--- src/hdl/pwbd_pkg.sv ---
// Shared types and constants for the pulse width bit decoder.
package pwbd_pkg;

  // Run counter width and limits.
  localparam int COUNT_WIDTH = 20;
  localparam logic [COUNT_WIDTH-1:0] COUNT_MAX = {COUNT_WIDTH{1'b1}};

  // Register widths and derived arithmetic widths.
  localparam int PERIOD_WIDTH = 20;
  localparam int LIMIT_WIDTH  = 24;
  localparam int DATA_WIDTH   = 24;
  localparam int INDEX_WIDTH  = 3;
  localparam int PROD_WIDTH   = COUNT_WIDTH + PERIOD_WIDTH;
  localparam int SUM_WIDTH    = PROD_WIDTH + 1;

  // Sample field.
  localparam int SAMPLE_WIDTH = 8;
  localparam logic [SAMPLE_WIDTH-1:0] SAMPLE_LOW  = 8'd0;
  localparam logic [SAMPLE_WIDTH-1:0] SAMPLE_HIGH = 8'd1;

  // Register indexes.
  localparam logic [INDEX_WIDTH-1:0] REG_SAMPLE_PERIOD = 3'd0;
  localparam logic [INDEX_WIDTH-1:0] REG_ZERO_PER_MIN  = 3'd1;
  localparam logic [INDEX_WIDTH-1:0] REG_ZERO_PER_MAX  = 3'd2;
  localparam logic [INDEX_WIDTH-1:0] REG_ZERO_DIFF_MAX = 3'd3;
  localparam logic [INDEX_WIDTH-1:0] REG_ONE_PER_MIN   = 3'd4;
  localparam logic [INDEX_WIDTH-1:0] REG_ONE_PER_MAX   = 3'd5;
  localparam logic [INDEX_WIDTH-1:0] REG_ONE_DIFF_MAX  = 3'd6;

  // Reset values of the registers.
  localparam logic [PERIOD_WIDTH-1:0] RST_SAMPLE_PERIOD = 20'd1000;
  localparam logic [LIMIT_WIDTH-1:0]  RST_ZERO_PER_MIN  = 24'd700000;
  localparam logic [LIMIT_WIDTH-1:0]  RST_ZERO_PER_MAX  = 24'd900000;
  localparam logic [LIMIT_WIDTH-1:0]  RST_ZERO_DIFF_MAX = 24'd200000;
  localparam logic [LIMIT_WIDTH-1:0]  RST_ONE_PER_MIN   = 24'd1100000;
  localparam logic [LIMIT_WIDTH-1:0]  RST_ONE_PER_MAX   = 24'd1300000;
  localparam logic [LIMIT_WIDTH-1:0]  RST_ONE_DIFF_MAX  = 24'd200000;

  // Queue between the counting front and the arithmetic back.
  localparam int QUEUE_DEPTH = 4;
  localparam int QPTR_WIDTH  = $clog2(QUEUE_DEPTH);
  localparam int QCNT_WIDTH  = $clog2(QUEUE_DEPTH + 1);

  // One closed period: the high and low run lengths in samples.
  typedef struct packed {
    logic [COUNT_WIDTH-1:0] high_run;
    logic [COUNT_WIDTH-1:0] low_run;
  } run_pair_t;

  // Current register set.
  typedef struct packed {
    logic [PERIOD_WIDTH-1:0] sample_period_ns;
    logic [LIMIT_WIDTH-1:0]  zero_period_min;
    logic [LIMIT_WIDTH-1:0]  zero_period_max;
    logic [LIMIT_WIDTH-1:0]  zero_diff_max;
    logic [LIMIT_WIDTH-1:0]  one_period_min;
    logic [LIMIT_WIDTH-1:0]  one_period_max;
    logic [LIMIT_WIDTH-1:0]  one_diff_max;
  } cfg_t;

endpackage

--- src/hdl/pulse_width_bit_decoder_top.sv ---
// Top level of the pulse width bit decoder: registers, front, queue and back.
//
// One sliced sample enters per input beat on sample with in_valid; in_stall
// low accepts it. Value 1 is a high sample, 0 a low one, anything else is
// ignored. A high sample that ends a high run followed by a low run closes a
// period; the back scales both runs by sample_period_ns and emits bit_res
// on the output channel (out_valid, out_stall) when the period falls in the
// bit zero or bit one window. Other periods produce no beat.
// Throughput is one sample per cycle while in_stall is low. A closing sample's
// result passes through the queue, the multiplier stage and the add and
// difference stage, and the window check loads the output register. When
// the receiver raises out_stall the back pipeline holds, the four-entry
// queue fills, and only then does in_stall rise; in_stall comes straight
// from the queue full flag. Reset clears the run counters, the queue, the
// pipeline and loads the default register values. Registers are written
// through cfg_we, cfg_index and cfg_data, only while the block is idle (a
// rule for the user, not enforced by the block); unknown indexes are ignored.
module pulse_width_bit_decoder_top (
  input  logic                             clk,
  input  logic                             rst,
  input  logic                             in_valid,
  output logic                             in_stall,
  input  logic [pwbd_pkg::SAMPLE_WIDTH-1:0] sample,
  output logic                             out_valid,
  input  logic                             out_stall,
  output logic                             bit_res,
  input  logic                             cfg_we,
  input  logic [pwbd_pkg::INDEX_WIDTH-1:0] cfg_index,
  input  logic [pwbd_pkg::DATA_WIDTH-1:0]  cfg_data
);
  import pwbd_pkg::*;

  cfg_t      cfg;
  logic      accept;
  logic      push;
  run_pair_t push_pair;
  logic      full;
  logic      head_valid;
  run_pair_t head_pair;
  logic      pop;

  assign in_stall = full;
  assign accept   = in_valid && !full;

  // Configuration registers.
  always_ff @(posedge clk) begin
    if (rst) begin
      cfg.sample_period_ns <= RST_SAMPLE_PERIOD;
      cfg.zero_period_min  <= RST_ZERO_PER_MIN;
      cfg.zero_period_max  <= RST_ZERO_PER_MAX;
      cfg.zero_diff_max    <= RST_ZERO_DIFF_MAX;
      cfg.one_period_min   <= RST_ONE_PER_MIN;
      cfg.one_period_max   <= RST_ONE_PER_MAX;
      cfg.one_diff_max     <= RST_ONE_DIFF_MAX;
    end else if (cfg_we) begin
      case (cfg_index)
        REG_SAMPLE_PERIOD: cfg.sample_period_ns <= cfg_data[PERIOD_WIDTH-1:0];
        REG_ZERO_PER_MIN:  cfg.zero_period_min  <= cfg_data[LIMIT_WIDTH-1:0];
        REG_ZERO_PER_MAX:  cfg.zero_period_max  <= cfg_data[LIMIT_WIDTH-1:0];
        REG_ZERO_DIFF_MAX: cfg.zero_diff_max    <= cfg_data[LIMIT_WIDTH-1:0];
        REG_ONE_PER_MIN:   cfg.one_period_min   <= cfg_data[LIMIT_WIDTH-1:0];
        REG_ONE_PER_MAX:   cfg.one_period_max   <= cfg_data[LIMIT_WIDTH-1:0];
        REG_ONE_DIFF_MAX:  cfg.one_diff_max     <= cfg_data[LIMIT_WIDTH-1:0];
        default: begin
        end
      endcase
    end
  end

  pwbd_front u_front (
    .clk       (clk),
    .rst       (rst),
    .accept    (accept),
    .sample    (sample),
    .push      (push),
    .push_pair (push_pair)
  );

  pwbd_queue u_queue (
    .clk        (clk),
    .rst        (rst),
    .push       (push),
    .push_pair  (push_pair),
    .full       (full),
    .head_valid (head_valid),
    .head_pair  (head_pair),
    .pop        (pop)
  );

  pwbd_back u_back (
    .clk        (clk),
    .rst        (rst),
    .cfg        (cfg),
    .head_valid (head_valid),
    .head_pair  (head_pair),
    .pop        (pop),
    .out_valid  (out_valid),
    .out_stall  (out_stall),
    .bit_res    (bit_res)
  );

endmodule

--- src/hdl/pwbd_front.sv ---
// Front part: counts high and low runs and hands each closed period onward.
module pwbd_front (
  input  logic                              clk,
  input  logic                              rst,
  input  logic                              accept,
  input  logic [pwbd_pkg::SAMPLE_WIDTH-1:0] sample,
  output logic                              push,
  output pwbd_pkg::run_pair_t               push_pair
);
  import pwbd_pkg::*;

  logic [COUNT_WIDTH-1:0] high_run, high_run_next;
  logic [COUNT_WIDTH-1:0] low_run, low_run_next;
  logic                   closing;

  // A high sample with both runs nonzero closes one period.
  assign closing = accept && (sample == SAMPLE_HIGH) &&
                   (high_run != '0) && (low_run != '0);
  assign push = closing;
  assign push_pair.high_run = high_run;
  assign push_pair.low_run  = low_run;

  // Saturating run counters; low samples count only after a high one.
  always_comb begin
    high_run_next = high_run;
    low_run_next  = low_run;
    if (closing) begin
      high_run_next = {{(COUNT_WIDTH-1){1'b0}}, 1'b1};
      low_run_next  = '0;
    end else if (accept && (sample == SAMPLE_HIGH)) begin
      if (high_run != COUNT_MAX) high_run_next = high_run + 1'b1;
    end else if (accept && (sample == SAMPLE_LOW)) begin
      if ((high_run != '0) && (low_run != COUNT_MAX)) low_run_next = low_run + 1'b1;
    end
  end

  always_ff @(posedge clk) begin
    if (rst) begin
      high_run <= '0;
      low_run  <= '0;
    end else begin
      high_run <= high_run_next;
      low_run  <= low_run_next;
    end
  end

endmodule

--- src/hdl/pwbd_queue.sv ---
// Short queue of closed periods between the front and the back.
module pwbd_queue (
  input  logic                clk,
  input  logic                rst,
  input  logic                push,
  input  pwbd_pkg::run_pair_t push_pair,
  output logic                full,
  output logic                head_valid,
  output pwbd_pkg::run_pair_t head_pair,
  input  logic                pop
);
  import pwbd_pkg::*;

  run_pair_t              entries [QUEUE_DEPTH];
  logic [QPTR_WIDTH-1:0]  wr_ptr;
  logic [QPTR_WIDTH-1:0]  rd_ptr;
  logic [QCNT_WIDTH-1:0]  count;
  logic                   do_pop;

  assign full       = (count == QCNT_WIDTH'(QUEUE_DEPTH));
  assign head_valid = (count != '0);
  assign head_pair  = entries[rd_ptr];
  assign do_pop     = pop && head_valid;

  // Entry storage.
  always_ff @(posedge clk) begin
    if (push) entries[wr_ptr] <= push_pair;
  end

  // Pointers and fill count.
  always_ff @(posedge clk) begin
    if (rst) begin
      wr_ptr <= '0;
      rd_ptr <= '0;
      count  <= '0;
    end else begin
      if (push) wr_ptr <= wr_ptr + 1'b1;
      if (do_pop) rd_ptr <= rd_ptr + 1'b1;
      if (push && !do_pop) begin
        count <= count + 1'b1;
      end else if (do_pop && !push) begin
        count <= count - 1'b1;
      end
    end
  end

endmodule

--- src/hdl/pwbd_back.sv ---
// Back part: scales the runs to nanoseconds, checks the windows, holds the result.
module pwbd_back (
  input  logic                clk,
  input  logic                rst,
  input  pwbd_pkg::cfg_t      cfg,
  input  logic                head_valid,
  input  pwbd_pkg::run_pair_t head_pair,
  output logic                pop,
  output logic                out_valid,
  input  logic                out_stall,
  output logic                bit_res
);
  import pwbd_pkg::*;

  logic                  v1, v2;
  logic [PROD_WIDTH-1:0] high_ns, low_ns;
  logic [SUM_WIDTH-1:0]  per_ns;
  logic [PROD_WIDTH-1:0] diff_ns;
  logic                  out_free, s2_free, s1_free;
  logic                  zero_hit, one_hit;

  // Each stage moves when the one after it is empty or moving.
  assign out_free = !out_valid || !out_stall;
  assign s2_free  = !v2 || out_free;
  assign s1_free  = !v1 || s2_free;
  assign pop      = head_valid && s1_free;

  // Stage one: run lengths times the sample period.
  always_ff @(posedge clk) begin
    if (s1_free) begin
      high_ns <= PROD_WIDTH'(head_pair.high_run) * PROD_WIDTH'(cfg.sample_period_ns);
      low_ns  <= PROD_WIDTH'(head_pair.low_run) * PROD_WIDTH'(cfg.sample_period_ns);
    end
  end

  // Stage two: full period and absolute high/low difference.
  always_ff @(posedge clk) begin
    if (s2_free) begin
      per_ns  <= SUM_WIDTH'(high_ns) + SUM_WIDTH'(low_ns);
      diff_ns <= (high_ns >= low_ns) ? (high_ns - low_ns) : (low_ns - high_ns);
    end
  end

  // Window checks; bit zero takes precedence.
  assign zero_hit = (per_ns >= SUM_WIDTH'(cfg.zero_period_min)) &&
                    (per_ns <= SUM_WIDTH'(cfg.zero_period_max)) &&
                    (diff_ns <= PROD_WIDTH'(cfg.zero_diff_max));
  assign one_hit  = (per_ns >= SUM_WIDTH'(cfg.one_period_min)) &&
                    (per_ns <= SUM_WIDTH'(cfg.one_period_max)) &&
                    (diff_ns <= PROD_WIDTH'(cfg.one_diff_max));

  // Output register; periods outside both windows leave no beat.
  always_ff @(posedge clk) begin
    if (out_free) bit_res <= !zero_hit;
  end

  // Stage valid bits.
  always_ff @(posedge clk) begin
    if (rst) begin
      v1        <= 1'b0;
      v2        <= 1'b0;
      out_valid <= 1'b0;
    end else begin
      if (s1_free) v1 <= head_valid;
      if (s2_free) v2 <= v1;
      if (out_free) out_valid <= v2 && (zero_hit || one_hit);
    end
  end

endmodule

--- config.mk ---
export PLATFORM = sky130hd
export DESIGN_NAME = pulse_width_bit_decoder_top
export DESIGN_NICKNAME = d
export VERILOG_FILES = /design/src/hdl/pwbd_pkg.sv /design/src/hdl/pulse_width_bit_decoder_top.sv /design/src/hdl/pwbd_front.sv /design/src/hdl/pwbd_queue.sv /design/src/hdl/pwbd_back.sv
export SDC_FILE = /design/constraint.sdc
export NUM_CORES = 2
export LEC_CHECK = 0
export BUFFER_PORTS_ARGS = -buffer_cell sky130_fd_sc_hd__buf_4
export CAP_MARGIN = 10
export CORE_MARGIN = 5
export CORE_UTILIZATION = 35
export CTS_CLUSTER_SIZE = 28
export DETAILED_ROUTE_END_ITERATION = 7
export GPL_ROUTABILITY_DRIVEN = 1
export GPL_TIMING_DRIVEN = 0
export PLACE_DENSITY = 0.54
export SLEW_MARGIN = 20
export SYNTH_ARGS = -nofsm -noshare
export SYNTH_HDL_FRONTEND = slang
export SYNTH_HIERARCHICAL = 1
export SYNTH_SLANG_ARGS = --single-unit
export TNS_END_PERCENT = 10
--- constraint.sdc ---
create_clock -name clk -period 11 [get_ports clk]
set_clock_uncertainty 0.2 [all_clocks]
set_input_delay 2.2 -clock clk [delete_from_list [all_inputs] [get_ports clk]]
set_output_delay 2.2 -clock clk [all_outputs]
set_load 0.05 [all_outputs]
## Yosys cells after proc, flatten, opt, wreduce, memory -nomap -nowiden

Memory sizes are Yosys's and may differ from the RTL's. A register that Yosys moved wholly into a read port is not among the register bits.
Cells that the tools add are included.
Widths: inputs -> output; s select.

- Memories kept: 1
- Bits in writable memories: 160
- Output and inout bits: 3
- Bits in registers: 376

Memory list:

| name | words | bits a word | read ports | clocked after memory_dff | wr ports | RTL line | text |
|---|---|---|---|---|---|---|---|
| u_queue.entries | 4 | 40 | 1 | 1 | 1 | pwbd_queue.sv:14 | `run_pair_t entries [QUEUE_DEPTH];` |

- Multipliers: 2
- $lt $le $gt $ge: 7
- Add/subtract/negate cells: 9
- Bitwise gates (word level): 1
- Reduce and logical (&&, ||, !) cells: 46
- Multiplexer cells: 10
- Equal/unequal tests: 10

Operator list:

| kind | number |
|---|---|
| $ge 41x24->1 | 2 |
| $le 41x24->1 | 2 |
| $le 40x24->1 | 2 |
| $mul 20x20->40 | 2 |
| $sub 40x40->40 | 2 |
| $add 40x40->41 | 1 |
| $add 20x1->20 const B | 2 |
| $ge 40x40->1 | 1 |
| $mux 40 | 1 |
| $ne 20x20->1 const B | 2 |
| $reduce_bool 20->1 | 2 |
| $reduce_and 2->1 | 9 |
| $logic_and 1x1->1 | 15 |
| $eq 3x3->1 const B | 4 |
| $eq 8x1->1 const B | 1 |
| $logic_not 1->1 | 8 |
| $logic_not 8->1 | 1 |
| $eq 3x2->1 const B | 2 |
| $mux 3 | 2 |
| $reduce_bool 2->1 | 3 |
| $mux 1 | 5 |
| $add 2x1->2 const B | 2 |
| $logic_or 1x1->1 | 4 |
| $mux 2 | 2 |
| 8 further kinds | 8 |

## Longest topological paths before layout

- Word-level depth: 10
- Gate-level depth with buffers: 30

## Hierarchy

Netlist, hierarchy kept.

By module, submodules not included:

| module | seq. area each (um2) | cells an instance | area an instance (um2) | instances |
|---|---|---|---|---|
| pwbd_back | 4894.7 | 4698 | 41872.7 | 1 |
| pulse_width_bit_decoder_top | 3283.1 | 591 | 6399.9 | 1 |
| pwbd_queue | 4984.8 | 253 | 6261.0 | 1 |
| pwbd_front | 800.8 | 271 | 2283.4 | 1 |

## Worst setup path after synthesis

OpenSTA, ideal clock, no wires.

- Kind: register to register
- From: register (tool-made name)
- To: register u_back.high_ns[38], data pin
- Data arrival time: 7.269 ns
- Path buffers: 3
- Period minus slack after synthesis: 7.607 ns
- Cell stages (with the launch flop): 28
- Library setup time: 0.137 ns
- Data required time: 10.663 ns
- Slack: 3.393 ns
- Cell sequence: dfxtp_1 -> buf_6 -> buf_12 -> mux4_2 -> clkbuf_1 -> and2_1 -> fa_1 -> fa_1 -> inv_1 -> fa_1 -> inv_1 -> fa_1 -> inv_1 -> fa_1 -> inv_1 -> fa_1 -> fa_1 -> ha_1 -> o21a_1 -> o21ai_1 -> nand2b_1 -> a21oi_1 -> or3_1 -> o21ai_1 -> o41ai_2 -> o21ba_2 -> or4b_1 -> nand4_1

RTL lines:

| element | RTL line | text |
|---|---|---|
| end signal: assignment | pwbd_back.sv:31 | `high_ns <= PROD_WIDTH'(head_pair.high_run) * PROD_WIDTH'(cfg.sample_period_ns);` |
| end: declaration | pwbd_back.sv:16 | `logic [PROD_WIDTH-1:0] high_ns, low_ns;` |

==> results.txt <==
status: completed
Final Max Slew Viols: 0
Max-slew headroom: 17.9%
Reg2Reg Capture Point: u_back/high_ns[35]
DIE WIDTH: 413 um
critical path required time: 11.15 ns
Async SR Flop Fraction: 0%
post-route insts no fill: 8,143
drt first pass iters: 7
post-synthesis xor/xnor area fraction: 2.68%
wire length on met3: 10,700 um
Setup violations, final: 0
largest net degree at the start of global routing: 53
initial antenna violation count: 6
Bufs on Longest Clock Path: 3
Starting Density: 35.3%
pwr dens: 194 nW/um2
most common cell after layout, fill and taps aside: inv_1
DR vias/cell: 5.12
# DRC: 0
I/O pin cnt: 43
CTS-repair resized insts: 0
Worst Path Arrival: 9.29 ns
crit path capture: u_back/high_ns[35]
Top Layer Used: met4
Pint: 6530 uW
Clock Power Share: 17.1%
maximum VDD drop: 0.165 mV
CP Capture Type: flop
most frequent cells in the layout: inv_1 (986), fa_1 (644), ha_1 (572), and2_1 (459), nand2_1 (450)
# Post-CTS Setup Buffers: 0
Metal-1 WL: 79,800 um
setup tns final: 0 ns
Critical Path Fanout Max: 10
Hold Path Class: reg2reg
Fillers: 16,200
vias in the first global route: 43,600
CTS tree: done
fmax: 0.109 GHz
Ys Warns: 6
post-synth cell types: 100
Post-Synth Adder-Cell Area: 35.3%
prevailing post-synth register cell: edfxtp_1
FF-to-FF setup slack: 1.86 ns
Avg WL per Cell: 22.5 um
Synth area leader: fa_1
GRT Util Overall: 21.6%
Synth Area in Compound Gates: 8.60%
FP Rows: 147
P_sw: 5520 uW
crit path time final: 9.14 ns
first-pass GRT wire length: 277,000 um
grt ovf: 0
CP startpoint kind: flop
# H-tree levels: 2
Core Area: 161,000 um2
Final Wtd Congestion: 0.936
period utilization: 83.1%
Num CTS Buffers: 60
area growth from synthesis to layout: 9.11%
Max Cap Viol: 0
synthesized area: 56,800 um2
violation count after the first detailed-routing iteration: 3,048
RSZ-0062 raised after global routing: no
Sink Count: 537
Post-synth EDFFs: 321
nets: 7,180
Final ANT Viol Nets: 0
clk slew on worst S/H paths: 0.06 ns
critical path type: reg2reg
top cell type's share of synthesized area: 22.7%
die area: 170,000 um2
Via Count: 41,700
CTS root buffer: clkbuf_16
top cells by area, synth: fa_1 (23%), edfxtp_1 (17%), ha_1 (13%), dfxtp_1 (7.6%), inv_1 (6.5%)
syn_area_per_cell: 9.77 um2
Synth Instances: 5,813
I/O Buffers: 42
worst reg2reg path depth: 27
routed wire length: 183,000 um
insertion delay to the later sink of the worst-skew pair: 0.73 ns
Synth Register Bits: 537
DP Cell Count: 8,022
Syn Nets: 7,069
DPL Wire Length: 146,000 um
hold buffer count at CTS: 0
Sw Ratio: 45.8%
slew of the pin with the lowest slew margin: 1.23 ns
fraction of layout cells with a size suffix above 1: 4.82%
metal2 WL: 85,900 um
post-synthesis sequential area ratio: 24.6%
post-synthesis mux area share: 4.82%
sequential fraction of design power: 24.9%
simple-gate share of the synthesized area: 15.2%
Hold Fails Final Rpt: 0
combinational power share: 58.0%
Static Leak: 0.0290 uW
largest family of logic cells by synthesized area: adder cells
Die Y: 413 um
## synth_stat cells, types with 8 or more instances
library cell,count
inv_1,986
fa_1,644
ha_1,572
and2_1,463
nand2_1,450
edfxtp_1,321
nor2_1,252
a21oi_1,243
clkbuf_1,216
dfxtp_1,216
mux2i_1,177
nand2b_1,154
xnor2_1,148
a21o_1,120
o21ai_0,94
nand4_1,60
nand3_1,57
o21bai_1,53
mux4_2,40
nor4_1,39
o31ai_1,39
nor3_1,38
buf_2,33
a211oi_1,26
nor2b_1,26
xor2_1,26
o21a_1,25
a31oi_1,19
and3_1,16
or3_1,16
or4_1,16
o211ai_1,15
and4_1,14
buf_4,12
o21ai_1,10
a221oi_1,9
buf_6,8
o221ai_1,8
## power groups by stage
| stage | logic [uW] | registers (uW) | clock network, uW |
|---|---|---|---|
| floorplan | 4870 | 2870 | 0 |
| global placement | 6870 | 3040 | 0 |
| detailed placement | 6870 | 3050 | 0 |
| CTS | 6920 | 3010 | 2120 |
| global route | 7710 | 3030 | 2200 |
| finish | 6990 | 3000 | 2060 |
## final cells by class
type                    count  area, um2  area share [%]
diodes                      7       17.5          0.0283
plain buffers             278       1270            2.05
clock buffers              81       1630            2.63
clock inverters            33        387           0.624
inverters                 992       3720            6.01
multi-input cells        4006      37900            61.1
flip-flops and latches    537      14000            22.5
well taps                2160       2700            4.36
repair buffers             49        410           0.662
## kinds of logic (layout without fill, tap and decap cells)
family,Yosys count,count (layout)
AO/OA/AOI/OAI,744,744
adder cells (fa/ha/maj),1216,1216
XOR/XNOR,174,174
buffers and inverters,1270,1433
flip-flops,537,537
other,0,7
multiplexers,223,223
AND/OR/NAND/NOR,1649,1649
## worst min-delay path by stage
stage	slack (ns)	startpoint	cells after the start	endpoint
after global placement	0.26	cfg[141]	2	cfg[141]
final	0.27	cfg[127]	2	cfg[127]
after detailed placement	0.27	cfg[70]	2	cfg[70]
after CTS	0.28	cfg[27]	2	cfg[27]
after global routing	0.29	cfg[102]	2	cfg[102]
after floorplan	0.22	u_back/v1	2	u_back/v2
## critical path, cell delays in order, from the launching register on
cell and delay (ns):
dfxtp_1 0.32, buf_6 0.15, buf_12 0.17, mux4_2 0.52
clkbuf_1 0.41, and2_1 0.34, fa_1 0.51, fa_1 0.53
inv_1 0.06, fa_1 0.53, inv_1 0.05, fa_1 0.49
inv_1 0.05, fa_1 0.48, inv_1 0.06, fa_1 0.50
fa_1 0.49, ha_1 0.40, inv_1 0.09, o41a_1 0.42
nand3_1 0.11, o2111ai_1 0.20, o211ai_1 0.42, a21oi_1 0.24
nor2_1 0.19, o21ai_0 0.11, nor2b_1 0.15, xnor2_1 0.56
## sequential cells by signal, indices dropped and copies added (netlist names), 2 cells and up, named ones only
register / flops
cfg: 164
u_back/diff_ns: 40
u_back/high_ns: 40
u_back/low_ns: 40
u_back/per_ns: 40
u_front/high_run: 20
u_front/low_run: 20
u_queue/count: 3
u_queue/entries: 160
u_queue/rd_ptr: 2
u_queue/wr_ptr: 2
## routing by layer
metal | vias up | GRT usage, %
met1 | 21000 | 28.9
met5 | - | 0
met4 | 0 | 7.68
met3 | 281 | 2.80
met2 | 1281 | 36.1
li1 | 19200 | -
## metrics by stage
stage / hold WS, ns / worst slack, ns / total power [uW] / utilization [%] / instance area [um2]
after floorplan: 0.219 / 3.39 / 7740 / - / 56800
after global placement: 0.260 / 1.94 / 9910 / 37.2 / 59800
after detailed placement: 0.265 / 1.93 / 9930 / 37.3 / 60000
after CTS: 0.276 / 1.85 / 12100 / 38.5 / 62000
after global routing: 0.287 / 1.54 / 12900 / 38.5 / 62000
final: 0.271 / 1.86 / 12000 / 38.5 / 62000
Power figures use the tool's default switching activity.
